==> src/ll1c_pkg.sv <==
// ----------------------------------------------------------------------------
// ll1c_pkg
// Shared types, symbol codes and decode helpers for the LL(1) syntax checker.
// ----------------------------------------------------------------------------
`default_nettype none

package ll1c_pkg;

	localparam int STACK_DEPTH = 64;
	localparam int SP_W        = $clog2(STACK_DEPTH + 1);
	localparam int ADDR_W      = $clog2(STACK_DEPTH);
	localparam int LEVEL_W     = 7;
	localparam int STATUS_W    = 3;
	localparam int OUT_W       = 16;
	localparam int STEP_W      = 3;
	localparam int MAX_STEPS   = 4;

	typedef enum logic [3:0] {
		SYM_END  = 4'd0,
		SYM_S    = 4'd1,
		SYM_X    = 4'd2,
		SYM_Y    = 4'd3,
		SYM_Z    = 4'd4,
		SYM_A    = 4'd5,
		SYM_B    = 4'd6,
		SYM_MUL  = 4'd7,
		SYM_SUB  = 4'd8,
		SYM_ADD  = 4'd9,
		SYM_LP   = 4'd10,
		SYM_RP   = 4'd11,
		SYM_NONE = 4'd15
	} sym_t;

	typedef enum logic [STATUS_W-1:0] {
		ST_OK       = 3'd0,
		ST_ACCEPT   = 3'd1,
		ST_SYNTAX   = 3'd2,
		ST_INVALID  = 3'd3,
		ST_OVERFLOW = 3'd4
	} status_t;

	typedef enum logic [2:0] {
		ACT_MATCH,
		ACT_EXPAND,
		ACT_EPSILON,
		ACT_SYNTAX,
		ACT_OVERFLOW
	} act_t;

	typedef struct packed {
		logic restart;
		logic load;
		logic commit;
		logic push2;
		logic fill;
	} dp_cmd_t;

	typedef struct packed {
		act_t            act;
		logic            push2;
		logic            at_bottom;
		logic [SP_W-1:0] level;
	} dp_sts_t;

	function automatic sym_t char_code(input logic [7:0] c);
		sym_t s;
		unique case (c)
			8'h28:   s = SYM_LP;
			8'h29:   s = SYM_RP;
			8'h2A:   s = SYM_MUL;
			8'h2D:   s = SYM_SUB;
			8'h2B:   s = SYM_ADD;
			8'h61:   s = SYM_A;
			8'h62:   s = SYM_B;
			default: s = SYM_NONE;
		endcase
		return s;
	endfunction

endpackage

`default_nettype wire

==> src/ll1c_dp.sv <==
// ----------------------------------------------------------------------------
// ll1c_dp
// Symbol stack datapath: cached top, stack memory, expansion table.
// ----------------------------------------------------------------------------
`default_nettype none

module ll1c_dp (
	input  wire logic              clk,
	input  wire logic              arst_n,
	input  wire ll1c_pkg::dp_cmd_t cmd,
	input  wire ll1c_pkg::sym_t    term,
	output ll1c_pkg::dp_sts_t      sts
);
	import ll1c_pkg::*;

	sym_t              stack_mem [STACK_DEPTH];
	sym_t              top_q;
	logic [SP_W-1:0]   sp_q;
	sym_t              term_q;
	sym_t              pend_q;
	logic [ADDR_W-1:0] pend_addr_q;
	sym_t              rd_q;
	logic              rd_zero_q;

	act_t              act;
	logic [1:0]        n;
	sym_t              rhs0, rhs1, rhs2, wdata;
	logic [SP_W:0]     grow;
	logic [SP_W-1:0]   sp_m1, sp_m2;
	logic [ADDR_W-1:0] wr_addr, rd_addr;

	assign sp_m1   = sp_q - SP_W'(1);
	assign sp_m2   = sp_q - SP_W'(2);
	assign wr_addr = sp_m1[ADDR_W-1:0];
	assign rd_addr = sp_m2[ADDR_W-1:0];
	assign grow    = {1'b0, sp_q} + (SP_W+1)'(n) - (SP_W+1)'(1);
	assign wdata   = (n == 2'd3) ? rhs2 : rhs1;

	always_comb begin
		act  = ACT_SYNTAX;
		n    = 2'd0;
		rhs0 = SYM_END;
		rhs1 = SYM_END;
		rhs2 = SYM_END;
		unique case (top_q)
			SYM_END: act = ACT_SYNTAX;
			SYM_S: begin
				if (term_q == SYM_LP) begin
					act  = ACT_EXPAND;
					n    = 2'd3;
					rhs0 = SYM_LP;
					rhs1 = SYM_X;
					rhs2 = SYM_RP;
				end
			end
			SYM_X: begin
				if (term_q == SYM_LP || term_q == SYM_A || term_q == SYM_B) begin
					act  = ACT_EXPAND;
					n    = 2'd2;
					rhs0 = SYM_Y;
					rhs1 = SYM_Z;
				end
			end
			SYM_Y: begin
				if (term_q == SYM_LP) begin
					act  = ACT_EXPAND;
					n    = 2'd1;
					rhs0 = SYM_S;
				end else if (term_q == SYM_A || term_q == SYM_B) begin
					act  = ACT_EXPAND;
					n    = 2'd1;
					rhs0 = term_q;
				end
			end
			SYM_Z: begin
				if (term_q == SYM_RP) begin
					act = ACT_EPSILON;
				end else if (term_q == SYM_MUL || term_q == SYM_SUB || term_q == SYM_ADD) begin
					act  = ACT_EXPAND;
					n    = 2'd2;
					rhs0 = term_q;
					rhs1 = SYM_X;
				end
			end
			SYM_A, SYM_B, SYM_MUL, SYM_SUB, SYM_ADD, SYM_LP, SYM_RP: begin
				act = (top_q == term_q) ? ACT_MATCH : ACT_SYNTAX;
			end
			default: act = ACT_SYNTAX;
		endcase
		if (act == ACT_EXPAND && grow > (SP_W+1)'(STACK_DEPTH))
			act = ACT_OVERFLOW;
	end

	always_ff @(posedge clk or negedge arst_n) begin
		if (!arst_n) begin
			top_q <= SYM_S;
			sp_q  <= SP_W'(2);
		end else if (cmd.restart) begin
			top_q <= SYM_S;
			sp_q  <= SP_W'(2);
		end else if (cmd.commit) begin
			unique case (act)
				ACT_EXPAND: begin
					top_q <= rhs0;
					sp_q  <= grow[SP_W-1:0];
				end
				ACT_MATCH, ACT_EPSILON: sp_q <= sp_m1;
				default: ;
			endcase
		end else if (cmd.fill) begin
			top_q <= rd_zero_q ? SYM_END : rd_q;
		end
	end

	// entry 0 is never written; a read of address 0 yields the bottom marker instead
	always_ff @(posedge clk) begin
		if (cmd.load)
			term_q <= term;
		if (cmd.commit && act == ACT_EXPAND && n != 2'd1)
			stack_mem[wr_addr] <= wdata;
		if (cmd.commit && act == ACT_EXPAND) begin
			pend_q      <= rhs1;
			pend_addr_q <= sp_q[ADDR_W-1:0];
		end
		if (cmd.push2)
			stack_mem[pend_addr_q] <= pend_q;
		rd_q      <= stack_mem[rd_addr];
		rd_zero_q <= (rd_addr == '0);
	end

	assign sts.act       = act;
	assign sts.push2     = (n == 2'd3);
	assign sts.at_bottom = (sp_q == SP_W'(1));
	assign sts.level     = sp_q;

endmodule

`default_nettype wire

==> config.mk <==
export PLATFORM = sky130hd
export DESIGN_NAME = ll1c_dp
export DESIGN_NICKNAME = d
export VERILOG_FILES = /design/src/ll1c_pkg.sv /design/src/ll1c_dp.sv
export SDC_FILE = /design/constraint.sdc
export NUM_CORES = 1
export LEC_CHECK = 0
export BUFFER_PORTS_ARGS = -buffer_cell sky130_fd_sc_hd__buf_2
export CAP_MARGIN = 0
export CORE_ASPECT_RATIO = 0.9
export CORE_MARGIN = 2
export CORE_UTILIZATION = 48
export CTS_BUF_LIST = sky130_fd_sc_hd__clkbuf_8 sky130_fd_sc_hd__clkbuf_16
export DETAILED_ROUTE_END_ITERATION = 6
export PLACE_DENSITY = 0.65
export SYNTH_ARGS = -nofsm -noshare
export SYNTH_HDL_FRONTEND = slang
export SYNTH_SLANG_ARGS = --single-unit
==> constraint.sdc <==
create_clock -name clk -period 10.3 [get_ports clk]
set_input_delay 1.03 -clock clk [delete_from_list [all_inputs] [get_ports clk]]
set_output_delay 1.03 -clock clk [all_outputs]
set_load 0.01 [all_outputs]
Word-level counts from Yosys, hierarchy flattened
Memories as Yosys holds them, arrays and structs flattened. A register that Yosys moved wholly into a read port is not among the register bits.
Index checks and enable logic that the tools add are counted.

word-level totals
  output and inout port bits = 12
  bits in writable memories = 256
  word-level logic and storage cells = 98
  memories kept = 1
  flip-flop bits (word level) = 26

operators by class
  multiplexer cells = 43
  equality and inequality tests = 26
  reductions and logical operators = 17
  magnitude comparators = 1
  add/sub/neg operators = 4

memories
  memory     words  bits a word  read ports  clocked after memory_dff  write ports  line           text
  stack_mem  64     4            1           1                         2            ll1c_dp.sv:16  sym_t stack_mem [STACK_DEPTH];

operators with widths
  operator             number
  $mux 4               13
  $eq 4x4->1 const B   8
  $mux 2               15
  $eq 4x3->1 const B   7
  $pmux 4 s4           1
  $mux 7               2
  $pmux 7 s2           1
  $pmux 2 s5           1
  $pmux 3 s3           1
  $add 7x2->8          1
  $eq 4x2->1 const B   2
  $gt 8x7->1 const B   1
  $pmux 2 s4           1
  $sub 8x1->8 const B  1
  $eq 7x1->1 const B   1
  $reduce_or 7->1      1
  $sub 7x1->7 const B  1
  $eq 3x1->1 const B   2
  $logic_not 6->1      1
  $mux 1               6
  $mux 3               2
  $reduce_bool 3->1    2
  $sub 6x2->6 const B  1
  $logic_or 1x1->1     5
  other kinds (11)     14

Depth between registers and ports, before layout
  word-level depth = 16
  depth in mapped cells = 21

Least setup slack after synthesis
OpenSTA, ideal clock, no wires.

  path kind = register to output
  start = reg term_q[2]
  end = out sts[9] (netlist bit)
  cell stages (with the launch flop) = 16
  slack = 5.238 ns
  arrival time = 4.032 ns
  path buffers = 1
  required time = 9.270 ns
  cells stage by stage = edfxtp_1 > or3b_1 > a211oi_1 > a31oi_1 > nor3_1 > clkbuf_1 > nor2_1 > ha_1 > inv_1 > ha_1 > fa_1 > xnor2_1 > or4b_4 > o31a_1 > o2111a_1 > nor2b_1

RTL lines
  element                   line            text
  start: declaration        ll1c_dp.sv:19   sym_t term_q;
  start signal: assignment  ll1c_dp.sv:118  term_q <= term;
  end: declaration          ll1c_dp.sv:12   output ll1c_pkg::dp_sts_t sts

==> reports/qor.log <==
[final_layout] post-layout net count 1400
[drt] average wire length per cell after detail routing 26.56 um
[worst_setup_path] category of the worst setup path launch point register
[drt] detailed-router iteration count before antenna repair 6
[clocking] count of buffers added by post-CTS timing repair for setup 0
[job] maximum capacitance violations 0
[worst_setup_path] startpoint-to-endpoint class of the critical path register to register
[drt] residual DRC count 0
[die] width of the die 196.1 um
[global_routing] most used routing layer in global routing met2
[yosys] distinct cell type count of the synthesized netlist 81
[power] worst voltage drop across the vdd grid 186.5 uV
[sta] Slew Viols, Final 0
[worst_setup_path] kind of cell with the highest combined delay on the critical path simple AND/OR/NAND/NOR gates
[place] number of cells after detailed placement 1758
[worst_setup_path] required time at the worst-slack endpoint 10650 ps
[yosys] Post-Synthesis Net Count 1462
[yosys] XOR/XNOR share of the synthesized area 0.01044
[worst_setup_path] data arrival time at the worst-slack endpoint 7110 ps
[sta] min cycle time layout 6757 ps
[place] pre-CTS WS 3670 ps
[clocking] H-tree levels 1
[sta] count of endpoints failing setup in the final report 0
[sta] Hold Violations, Final 0
[final_layout] sequential cell area 7792 um2
[global_routing] wire length of the first global-routing pass 71.44 mm
[final_layout] signed area change from the synthesized netlist to the final layout 6.774%
[sta] final worst-path setup slack 3543 ps
[sta] total negative setup slack 0 ps
[sta] setup clock skew after layout 12.73 ps
[global_routing] number of antenna violations at the first check in global routing 1
[sta] normalized max-slew margin 0.1322
[yosys] share of synthesized area spent on multiplexers 0.1232
[clocking] buffer cell driving the clock tree root sky130_fd_sc_hd__clkbuf_16
[sta] unrepaired setup endpoints after global routing no
[die] Die H 176.9 um
[global_routing] met1 usage 0.3980
[worst_setup_path] slowest cell delay on critical path 950 ps
[power] post-route total power 4.357 mW
[global_routing] routing usage on met3 0.06155
[place] gpl congestion 0.8954
[power] Sw Pwr 1.854 mW
[final_layout] area of all placed cells without fillers 17020 um2
[drt] Post-Route WL 48.23 mm
[final_layout] share of cells above drive strength 1 0.1443
[clocking] post-cts sizing count 0
[yosys] number of flops mapped to enable cells by yosys 204
[final_layout] commonest cells after routing, fill and taps aside sky130_fd_sc_hd__edfxtp_1 (204), sky130_fd_sc_hd__nand2_1 (180), sky130_fd_sc_hd__o31ai_1 (131), sky130_fd_sc_hd__mux4_2 (84), sky130_fd_sc_hd__nor2_1 (83)
[final_layout] final cell count without fillers 1816
[final_layout] fin util 0.5190
[outcome] result of the run completed
[yosys] dominant combinational cell family by area after synthesis simple AND/OR/NAND/NOR gates
[power] combinational fraction of design power 0.410
[drt] number of violations reported at the end of detailed-routing iteration 0 1681
[sta] Worst Tran Pin Value 1299 ps
[drt] vias per std cell 6.822
[yosys] complex-gate fraction of the synthesized area 0.1529
[place] cell area after placement 16010 um2
[clocking] clock transition at the registers of the reported paths 60 ps
[die] std cell rows 63
[global_routing] Global Route met2 Usage 0.4168
[final_layout] Multi-input gate area 7437 um2
[worst_setup_path] Buf/Inv on CP 3
[yosys] proportion of synthesized chip area in sequential cells 0.4884
[die] initial core utilization 0.4861
[sta] worst slack on hold paths 325.8 ps
[sta] share of the clock period used by the worst path after layout 0.6560
[yosys] main flop type after synthesis sky130_fd_sc_hd__edfxtp_1
[yosys] Mean Syn Cell Area 11.14 um2
[worst_setup_path] critical path cell sequence or3b_1, a211oi_1, a31oi_1, nor3_2, buf_4, nor2_1, ha_1, inv_1, ha_1, fa_1, xnor2_1, or4b_4, o31ai_4, nand3_2, inv_2, nand3_1, o31ai_1
[power] Net Sw Frac 0.4256
[global_routing] number of global-route vias before repair 11418
[place] number of I/O port buffers 22
[drt] count of nets left with antenna violations after detail routing 0
[yosys] Async S/R FF share, synth 0.03873
[worst_setup_path] largest fanout on the critical path 24
[worst_setup_path] cell repeated most along the worst path sky130_fd_sc_hd__ha_1
[global_routing] global-route congestion overflow total 0
[clocking] number of buffers created by CTS 31
[clocking] clock insertion delay at the later pin of the skew report 580 ps
[die] area of the die 34680 um2
[power] cell leakage power 5.483 nW
[final_layout] most common library cell in the layout ignoring fill and taps sky130_fd_sc_hd__edfxtp_1
[yosys] area fraction in and, or, nand and nor cells after synthesis 0.1612
[clocking] TritonCTS clock tree built
[worst_hold_path] Worst Hold Class primary input to async pin
[clocking] # clock sinks 284
[final_layout] number of filler cells placed in the layout 2858
[clocking] Max clock buf depth 3
[yosys] summed instance area of the synthesized netlist 15940 um2
[global_routing] largest net degree at the start of global routing 71
[power] part of the power in registers 0.337
[place] HPWL reported at the end of detailed placement 30.10 mm
[drt] total number of vias 12389
[global_routing] total track usage 0.2763
[yosys] FF+latch count, synth 284
[power] power density over the cells 256.0 nW/um2
[yosys] cell count after synthesis 1431
[power] part of the total power dissipated in the clock network 0.253
[worst_setup_path] Crit. End Element register
[yosys] adder and majority gate portion of the synthesized area 0.01617
[die] number of I/O pins 23
[die] core footprint 32790 um2
[sta] achievable frequency 148.0 MHz
[worst_setup_path] CP max stage cell sky130_fd_sc_hd__nand3_1
[clocking] number of buffers inserted by hold repair at cts 0
[power] internal power 2.503 mW
[yosys] number of warnings printed during yosys synthesis 0
==> worst paths after layout <==
path / cells past startpoint / endpoint / start / slack [ps]
max: 17 / stack_mem[22][1] / term_q[1] / 3540
min: 1 / top_q[1] / arst_n / 330
max reg2reg: 17 / stack_mem[22][1] / term_q[1] / 3540
min reg2reg: 2 / stack_mem[45][3] / stack_mem[45][3] / 470
max in group asynchronous: 1 / top_q[0] / arst_n / 9700
min in group clk: 2 / stack_mem[45][3] / stack_mem[45][3] / 470
==> synth_stat cells (all sizes together), types with 23 or more instances <==
master,instances,area share
edfxtp,204,0.38
o31ai,133,0.064
inv,23,0.0054
nor2,85,0.021
buf,59,0.027
clkbuf,66,0.016
o21ai,69,0.022
a21oi,68,0.022
or3,62,0.024
nor3,82,0.026
o22ai,62,0.024
nand2,182,0.043
mux4,84,0.12
dfxtp,69,0.087
==> sequential cells by signal (all words and copies together), names as in the netlist <==
register	cells
stack_mem	256
sp_q	7
pend_addr_q	6
rd_zero_q	1
term_q	4
top_q	4
pend_q	2
rd_q	4
==> kinds of logic after synthesis <==
group                    count (synthesis)
AO/OA/AOI/OAI                          371
multiplexers                            91
XOR/XNOR                                19
AND/OR/NAND/NOR                        498
flip-flops                             284
adder cells (fa/ha/maj)                 20
buffers and inverters                  148
==> final cells by class <==
type	instances	area share
Antenna cell	1	0.0001470
Clock buffer	35	0.04882
Clock inverter	22	0.01007
Inverter	23	0.005073
Multi-Input combinational cell	999	0.4370
Sequential cell	284	0.4579
Tap cell	422	0.03102
Timing Repair Buffer	30	0.009999
==> power by group through the flow <==
stage / registers, mW / logic (mW) / clock network, mW
floorplan: 1.36 / 1.42 / 0
global placement: 1.49 / 1.72 / 0
detailed placement: 1.49 / 1.74 / 0
CTS: 1.47 / 1.74 / 1.10
global route: 1.48 / 1.88 / 1.15
finish: 1.47 / 1.79 / 1.10
==> routing by layer <==
metal  vias to the layer above  wire [um]
met3                       109       6066
met5                         -         51
met2                       851      21260
met1                      6009      19270
li1                       5418          -
met4                         2       1581
(Power assumes the default switching activity.)
